### src/rtl/brwc_pkg.sv
`timescale 1ns / 1ps
`default_nettype none
// ----------------------------------------------------------------------------
// brwc_pkg: shared types and constants
// Widths, queue cell entry, and the control/status groups between the
// sequencer and the two monotonic queues.
// ----------------------------------------------------------------------------
package brwc_pkg;

	localparam int VAL_W = 32;   // sample width
	localparam int AGE_W = 32;   // distance back from the current sample
	localparam int LIM_W = 4;    // range limit register
	localparam int CNT_W = 32;   // windows ending at a sample
	localparam int TOT_W = 63;   // running total

	localparam logic [LIM_W-1:0] LIMIT_RESET = 4'd2;

	typedef logic signed [VAL_W-1:0] value_t;
	typedef logic [AGE_W-1:0]        age_t;

	typedef struct packed {
		value_t value;
		age_t   age;
	} entry_t;

	// Queue control: load compares against a new sample, push does the
	// pop-back/insert, trim drops entries past the window and ages the rest.
	typedef struct packed {
		logic load;
		logic clear;
		logic push;
		logic trim;
		age_t wlim;
	} qctl_t;

	typedef struct packed {
		logic viol_any;
		age_t viol_age;
		logic full;
		age_t front_age;
	} qsts_t;

endpackage
`default_nettype wire

### src/rtl/brwc_cell.sv
`timescale 1ns / 1ps
`default_nettype none
// ----------------------------------------------------------------------------
// brwc_cell: one monotonic queue cell
// Holds one (value, age) entry, compares it with the broadcast sample and
// takes its lower neighbor's entry when the queue shifts up.
// ----------------------------------------------------------------------------
module brwc_cell (
	input  logic                           clk,
	input  logic                           arst_n,
	input  brwc_pkg::qctl_t                ctl,
	input  brwc_pkg::value_t               cmp_val,
	input  logic [brwc_pkg::LIM_W-1:0]     limit,
	input  brwc_pkg::entry_t               lower_ent,
	input  logic                           lower_keep,
	input  logic                           shift,
	input  logic                           take_new,
	input  brwc_pkg::entry_t               new_ent,
	output brwc_pkg::entry_t               ent,
	output logic                           keep,
	output logic                           viol
);
	import brwc_pkg::*;

	entry_t ent_q;
	logic   valid_q;
	logic   lt_lo_q;
	logic   ge_x_q;

	logic signed [VAL_W+1:0] own_ext;
	logic signed [VAL_W+1:0] x_ext;
	logic                    lt_lo;
	logic                    ge_x;
	logic                    in_win;

	always_comb begin
		// value + limit < x  <=>  value < x - limit, no overflow at 34 bits
		own_ext = {{2{ent_q.value[VAL_W-1]}}, ent_q.value} + (VAL_W+2)'(limit);
		x_ext   = {{2{cmp_val[VAL_W-1]}}, cmp_val};
		lt_lo   = own_ext < x_ext;
		ge_x    = ent_q.value >= cmp_val;
		in_win  = ent_q.age <= ctl.wlim;
		keep    = valid_q & in_win & ~ge_x_q;
	end

	always_ff @(posedge clk or negedge arst_n) begin
		if (!arst_n) begin
			valid_q <= 1'b0;
		end else if (ctl.load && ctl.clear) begin
			valid_q <= 1'b0;
		end else if (ctl.push) begin
			if (shift) begin
				valid_q <= lower_keep;
			end else if (take_new) begin
				valid_q <= 1'b1;
			end else begin
				valid_q <= keep;
			end
		end else if (ctl.trim) begin
			valid_q <= valid_q & in_win;
		end
	end

	always_ff @(posedge clk) begin
		if (ctl.load) begin
			lt_lo_q <= lt_lo;
			ge_x_q  <= ge_x;
		end
		if (ctl.push) begin
			if (shift) begin
				ent_q <= lower_ent;
			end else if (take_new) begin
				ent_q <= new_ent;
			end
		end else if (ctl.trim) begin
			ent_q.age <= ent_q.age + 1'b1;
		end
	end

	assign ent  = ent_q;
	assign viol = valid_q & lt_lo_q;

endmodule
`default_nettype wire

### src/rtl/brwc_queue.sv
`timescale 1ns / 1ps
`default_nettype none
// ----------------------------------------------------------------------------
// brwc_queue: monotonic minimum queue as a row of cells
// Entries form one contiguous block, front at the high end. A push either
// shifts the whole row up by one or drops the new entry just below the block.
// ----------------------------------------------------------------------------
module brwc_queue #(
	parameter int DEPTH = 16
) (
	input  logic                       clk,
	input  logic                       arst_n,
	input  brwc_pkg::qctl_t            ctl,
	input  brwc_pkg::value_t           new_val,
	input  logic [brwc_pkg::LIM_W-1:0] limit,
	output brwc_pkg::qsts_t            sts
);
	import brwc_pkg::*;

	value_t           new_val_q;
	entry_t           new_ent;
	entry_t           ent [DEPTH];
	entry_t           lower_ent [DEPTH];
	logic [DEPTH-1:0] keep;
	logic [DEPTH-1:0] lower_keep;
	logic [DEPTH-1:0] viol;
	logic [DEPTH-1:0] vsel;
	logic [DEPTH-1:0] take_new;
	logic             shift;
	logic             any_keep;
	age_t             viol_age;

	always_ff @(posedge clk) begin
		if (ctl.load) begin
			new_val_q <= new_val;
		end
	end

	always_comb begin
		new_ent.value = new_val_q;
		new_ent.age   = '0;
		shift         = keep[0];
		any_keep      = |keep;
		// new entry lands right below the block, or in cell 0 if empty
		take_new      = ~keep & (keep >> 1);
		take_new[0]   = take_new[0] | ~any_keep;
		lower_ent[0]  = new_ent;
		lower_keep[0] = 1'b1;
		for (int k = 1; k < DEPTH; k++) begin
			lower_ent[k]  = ent[k-1];
			lower_keep[k] = keep[k-1];
		end
	end

	// violators are a run at the front; the newest one sits at the run's low end
	always_comb begin
		vsel     = viol & ~(viol << 1);
		viol_age = '0;
		for (int k = 0; k < DEPTH; k++) begin
			viol_age = viol_age | (ent[k].age & {AGE_W{vsel[k]}});
		end
	end

	for (genvar k = 0; k < DEPTH; k++) begin : g_cell
		brwc_cell u_cell (
			.clk        (clk),
			.arst_n     (arst_n),
			.ctl        (ctl),
			.cmp_val    (new_val),
			.limit      (limit),
			.lower_ent  (lower_ent[k]),
			.lower_keep (lower_keep[k]),
			.shift      (shift),
			.take_new   (take_new[k]),
			.new_ent    (new_ent),
			.ent        (ent[k]),
			.keep       (keep[k]),
			.viol       (viol[k])
		);
	end

	always_comb begin
		sts.viol_any  = |viol;
		sts.viol_age  = viol_age;
		sts.full      = keep[0] & keep[DEPTH-1];
		sts.front_age = ent[DEPTH-1].age;
	end

endmodule
`default_nettype wire
### config.mk
export PLATFORM = sky130hd
export DESIGN_NAME = brwc_queue
export DESIGN_NICKNAME = d
export VERILOG_FILES = /design/src/rtl/brwc_pkg.sv /design/src/rtl/brwc_cell.sv /design/src/rtl/brwc_queue.sv
export SDC_FILE = /design/constraint.sdc
export NUM_CORES = 2
export LEC_CHECK = 0
export BUFFER_PORTS_ARGS = -buffer_cell sky130_fd_sc_hd__buf_2
export CORE_ASPECT_RATIO = 0.5
export CORE_MARGIN = 10
export CORE_UTILIZATION = 46
export CTS_CLUSTER_DIAMETER = 60
export DETAILED_ROUTE_END_ITERATION = 8
export GPL_ROUTABILITY_DRIVEN = 1
export PLACE_DENSITY_LB_ADDON = 0.2
export SKIP_CTS_REPAIR_TIMING = 1
export SLEW_MARGIN = 20
export SYNTH_ARGS = -nofsm -noshare
export SYNTH_HDL_FRONTEND = slang
export SYNTH_HIERARCHICAL = 1
export SYNTH_SLANG_ARGS = --single-unit
### constraint.sdc
create_clock -name clk -period 16.2 [get_ports clk]
set_clock_uncertainty 0.1 [all_clocks]
set_input_delay 2.43 -clock clk [delete_from_list [all_inputs] [get_ports clk]]
set_output_delay 2.43 -clock clk [all_outputs]
set_load 0.01 [all_outputs]
Word level (Yosys, flattened, before mapping)
Index checks and enable logic that the tools add are counted.
{"block": "op_classes", "magnitude_cmp": 48, "bitwise": 102, "reduce_logical": 53, "muxes": 144, "addsub": 32, "n_eq_ne": 16}
{"operator": "64-bit 2-to-1 mux", "n": 32}
{"operator": "32-bit 2-to-1 mux", "n": 32}
{"operator": "32-bit by 5-bit adder with 33-bit output", "n": 16}
{"operator": "33-bit by 32-bit less-than comparator with 1-bit output", "n": 16}
{"operator": "32-bit by 1-bit adder with 32-bit output (second input constant)", "n": 16}
{"operator": "32-bit AND", "n": 16}
{"operator": "32-bit >= comparator", "n": 16}
{"operator": "32-bit <= comparator", "n": 16}
{"operator": "32-bit bitwise OR", "n": 15}
{"operator": "1-bit 2-to-1 mux", "n": 80}
{"operator": "2-bit AND reduction", "n": 32}
{"operator": "1-bit AND", "n": 49}
{"operator": "3-bit by 1-bit inequality test with 1-bit output (second input constant)", "n": 16}
{"operator": "2-bit nonzero test", "n": 17}
{"operator": "16-bit NOT", "n": 2}
{"operator": "16-bit OR reduction", "n": 2}
{"operator": "1-bit NOT", "n": 17}
{"operator": "16-bit by 15-bit AND with 16-bit output", "n": 1}
{"operator": "16-bit AND", "n": 1}
{"operator": "3-bit nonzero test", "n": 1}
{"operator": "1-bit logical AND", "n": 1}
{"operator": "1-bit bitwise OR", "n": 1}
{"block": "word_totals", "elab_cells": 476, "regBits": 1104, "out_inout_bits": 66, "input_bits": 74}

Depth between registers and ports, before layout
{"block": "depth", "ltp_word": 19, "depth_mapped": 19, "depth_no_buf": 18}

By module
Netlist, hierarchy kept.
{"mod": "brwc_cell at g_cell[12].u_cell ...", "cells_each": 709, "area_per_inst_um2": 6750.2, "seq_area_each_um2": 2006.9, "n_inst": 10}
{"mod": "brwc_cell at g_cell[0].u_cell ...", "cells_each": 710, "area_per_inst_um2": 6626.4, "seq_area_each_um2": 2006.9, "n_inst": 4}
{"mod": "brwc_cell at g_cell[9].u_cell", "cells_each": 702, "area_per_inst_um2": 6655.1, "seq_area_each_um2": 2006.9, "n_inst": 1}
{"mod": "brwc_cell at g_cell[2].u_cell", "cells_each": 713, "area_per_inst_um2": 6637.6, "seq_area_each_um2": 2006.9, "n_inst": 1}
{"mod": "brwc_queue", "cells_each": 700, "area_per_inst_um2": 6177.2, "seq_area_each_um2": 960.9, "n_inst": 1}

Worst setup path after synthesis
OpenSTA, ideal clock, no wires.
{"block": "synth_path", "path_type": "input-to-reg", "start": "in ctl[14] (netlist name)", "end": "reg g_cell[9].u_cell.ent_q, in the netlist g_cell[9].u_cell/ent[0] (enable)", "setup_time_ns": 0.388, "t_arrival_ns": 7.536, "path_buffers": 2, "path_slack_ns": 8.176, "stages": 12, "t_required_ns": 15.712, "path_cell_list": "inv_1 ha_1 nand4_1 or4_1 o21bai_1 o22ai_1 nor4b_2 clkbuf_1 buf_1 nor2_1 nor2_1 a21o_1"}
{"block": "synth_via", "word_cells_on_any_way": 13, "classes_between": "order compare (3); eq/ne (1); bitwise (8); reduce/logical (1)"}
{"item": "start, declared", "line": "brwc_queue.sv:13", "source": "input brwc_pkg::qctl_t ctl,"}
{"item": "32-bit <= comparator", "line": "brwc_cell.sv:42", "source": "in_win = ent_q.age <= ctl.wlim;"}
{"item": "1-bit AND (2 in series)", "line": "brwc_cell.sv:43", "source": "keep = valid_q & in_win & ~ge_x_q;"}
{"item": "named net keep[0]", "line": "brwc_queue.sv:24", "source": "logic [DEPTH-1:0] keep;"}
{"item": "3-bit by 1-bit inequality test with 1-bit output (no line)"}
{"item": "2-bit AND reduction (no line)"}
{"item": "end signal, assigned", "line": "brwc_cell.sv:71", "source": "ent_q <= lower_ent;"}
{"item": "end signal, assigned", "line": "brwc_cell.sv:73", "source": "ent_q <= new_ent;"}
{"item": "end, declared", "line": "brwc_cell.sv:25", "source": "entry_t ent_q;"}
The timed path passes the listed nets, and every way through them passes these cells.
A chain may end at the register's enable or synchronous reset.

Worst setup path after layout
{"block": "layout_path", "start": "in ctl[23] (netlist name)", "end": "reg g_cell[15].u_cell.ent_q, in the netlist g_cell[15].u_cell/ent[24], data pin"}
{"block": "layout_via", "elab_chain_cells": 5}
{"item": "32-bit <= comparator", "line": "brwc_cell.sv:42"}
{"item": "1-bit AND (2 in series)", "line": "brwc_cell.sv:43"}
{"item": "named net keep[0]", "line": "brwc_queue.sv:24"}
{"item": "64-bit 2-to-1 mux", "line": "brwc_cell.sv:70", "source": "if (shift) begin"}
{"item": "32-bit 2-to-1 mux", "line": "brwc_cell.sv:69", "source": "if (ctl.push) begin"}
{"item": "end signal, assigned", "line": "brwc_cell.sv:71"}
{"item": "end signal, assigned", "line": "brwc_cell.sv:73"}
{"item": "end, declared", "line": "brwc_cell.sv:25"}
The timed path passes the listed nets, and every way through them passes these cells.

==> results.py <==
metrics = {
    "routing": {
        "dr_total_vias": 96500,
        "totalWireLength_um": 416000,
        "wl_per_cell_um": 25.9,
        "postRouteAntennaNets": 0,
        "drtIter0Drc": 10800,
        "route.detailed.drc": 0,
        "viasPerCell": 6.01,
        "dr.pass1.iters": 6,
    },
    "timing": {
        "rsz0062_at_grt": "no",
        "setup_violations": 0,
        "hold_viol_final": 0,
        "hold_ws_ns": 0.474,
        "fin_tns_setup_ns": 0,
        "drv_slew": 0,
        "worstMarginPinSlew_ns": 1.27,
        "fmax_mhz": 112,
        "fin_crit_sh_pct": 55.0,
        "relSlewSlack_pct": 12.9,
        "post-route-min-period_ns": 8.92,
    },
    "cts": {
        "clk_pin_slew_ns": 0.06,
        "insertion_delay_ns": 0.84,
        "cts_root_buf": "clkbuf_16",
        "clock_path_buffers": 4,
        "cts_num_sinks": 1104,
        "h-tree-depth": 4,
        "cts_buffers": 141,
        "cts_tree": "yes",
    },
    "setup_path": {
        "crit_arrival_ns": 9.47,
        "criticalPathCategory": "input pin to flip-flop",
        "reg2reg_to": "g_cell[15].u_cell/ent[24]",
        "reg2reg_depth": 13,
        "r2r-start": "g_cell[0].u_cell/ent[15]",
        "critPathCapture": "g_cell[15].u_cell/ent[24]",
        "cp-start-kind": "input pin",
        "end_kind": "flip-flop",
        "r2r_slack_ns": 8.56,
        "worstPathRequired_ns": 16.75,
        "cp_max_fo": 65,
        "setup.worst_path.start": "ctl[23]",
    },
    "pwr": {
        "pwr-share-clk_pct": 33.0,
        "p_sw_mw": 3.71,
        "p_int_mw": 6.70,
        "power_leakage_nw": 53.4,
        "pwr-share-seq_pct": 39.3,
        "combPwrFrac_pct": 27.7,
        "power.density_nw_per_um2": 83.1,
        "swShare_pct": 35.6,
        "ir_worst_vdd_mv": 0.0748,
    },
    "die": {
        "core-area_um2": 244000,
        "fp.dieW_um": 722,
        "die-area_um2": 268000,
        "num_rows": 128,
        "die_y_um": 371,
        "io-pin-count": 140,
        "initial_core_util_pct": 46.4,
    },
    "yosys": {
        "synth_cell_type_count": 87,
        "synth_seq_area_share_pct": 29.1,
        "ys_warn_count": 6,
        "async_reset_ff_share_pct": 1.45,
        "synth_area_per_cell_um2": 9.42,
        "syn_inst": 12000,
        "ys_ff_latch": 1104,
        "synth_flop_cell": "edfxtp_1",
        "synth_area_um2": 113000,
        "synth_edf_count": 1088,
    },
    "finish": {
        "multiInputGateArea_um2": 76600,
        "layout-drive-gt1-share_pct": 10.9,
        "fillers": 22500,
        "area.sequential_um2": 33100,
        "final_cell_mix": "1616 x ha_1, 1197 x inv_1, 1088 x edfxtp_1, 849 x a21oi_1, 701 x nor2_1",
        "nNetsFinal": 14400,
        "area_growth_pct": 10.4,
        "final_common_cell": "ha_1",
    },
    "grt": {
        "track_usage_pct": 29.7,
        "grt_pass1_wl_um": 604000,
        "grt_max_degree": 209,
        "antenna_found_initial": 16,
        "first_global_vias": 88400,
        "overflow": 0,
    },
    "placed_design": {
        "portBuffers": 139,
        "place_hpwl_um": 315000,
        "gp_congestion": 0.993,
    },
    "run": {
        "max_cap_violations": 0,
    },
    "worst_hold_path": {
        "hold_class": "flip-flop to flip-flop",
        "hold_path_depth": 2,
    },
    "status": {
        "status": "finished clean",
    },
}
critical path, stage by stage:
cell,delay [ns]
buf_2,0.08
buf_4,0.33
inv_1,0.09
ha_1,0.33
nand4_1,0.23
or4_1,0.65
o21bai_1,0.17
o22ai_1,0.30
nor4b_4,0.34
buf_4,0.62
buf_4,0.80
buf_4,0.82
buf_4,0.94
buf_4,0.71
mux2i_1,0.16
a21oi_1,0.21
metrics by stage:
step                      total power [mW]  setup WS [ns]  cells  util [%]  instance area (µm²)
after detailed placement              6.93           6.63  15800      49.2               120000
after global routing                  10.9           7.05  16100      51.2               125000
final                                 10.4           7.28  16100      51.2               125000
after floorplan                       5.81           8.18  12600         -               116000
after global placement                6.86           6.70  15800      49.2               120000
after CTS                             10.4           7.49  16000      51.2               125000
state kept, by name, summed over array words and instances, names as in the netlist:
register and flops:
g_cell.u_cell/ent 1024, new_val_q 32, g_cell.u_cell/valid_q 16, g_cell.u_cell/ge_x_q 16, g_cell.u_cell/lt_lo_q 16
metal layers:
| layer | up-vias | GRT usage, % | wire length (µm) |
|---|---|---|---|
| met5 | - | 0.282 | 109 |
| met2 | 4186 | 43.4 | 171000 |
| li1 | 45100 | - | - |
| met3 | 820 | 4.71 | 35500 |
| met1 | 46400 | 42.8 | 188000 |
| met4 | 2 | 13.3 | 21900 |
cell families after synthesis:
group,Yosys count,share of synthesized area (%)
adder cells (fa/ha/maj),1632,18.1
AO/OA/AOI/OAI,2113,11.6
flip-flops,1104,29.1
other,2,0.00662
multiplexers,963,9.06
AND/OR/NAND/NOR,3720,19.3
buffers and inverters,1551,5.31
XOR/XNOR,960,7.48
power groups by stage:
stage	Combinational (mW)	Sequential, mW	Clock, mW
final	2.89	4.09	3.43
after global routing	3.17	4.11	3.58
after CTS	2.81	4.08	3.48
after detailed placement	2.79	4.14	0
after global placement	2.73	4.14	0
after floorplan	1.95	3.87	0
cells in the mapped netlist, drive strengths merged, types with 397 or more instances:
library cell | number | area share [%]
edfxtp | 1088 | 29
nand2 | 670 | 2.2
ha | 1616 | 18
nand3 | 536 | 2.8
mux2i | 446 | 3.9
nor2 | 735 | 2.5
nand4 | 467 | 3.0
mux2 | 517 | 5.1
inv | 1197 | 4.0
a21oi | 850 | 3.7
xnor2 | 598 | 4.7
o21ai | 397 | 1.8
area by class of cell:
type,count,share of cell area (%)
Multi-Input combinational cell,9935,61.2
Clock buffer,158,2.94
Clock inverter,86,0.857
Inverter,1208,3.62
Sequential cell,1104,26.4
Tap cell,3250,3.25
Antenna cell,10,0.0200
Timing Repair Buffer,313,1.72
how the worst min path moves through the flow:
stage                                         start                   endpoint  slack [ns]
after global placement     g_cell[3].u_cell/valid_q   g_cell[3].u_cell/valid_q        0.45
after detailed placement   g_cell[9].u_cell/valid_q   g_cell[9].u_cell/valid_q        0.46
after floorplan            g_cell[0].u_cell/valid_q   g_cell[0].u_cell/valid_q        0.42
final                     g_cell[13].u_cell/valid_q  g_cell[13].u_cell/valid_q        0.47
after global routing      g_cell[15].u_cell/valid_q  g_cell[15].u_cell/valid_q        0.50
after CTS                  g_cell[9].u_cell/valid_q   g_cell[9].u_cell/valid_q        0.48
No activity file was read; power rests on OpenSTA's default activity.
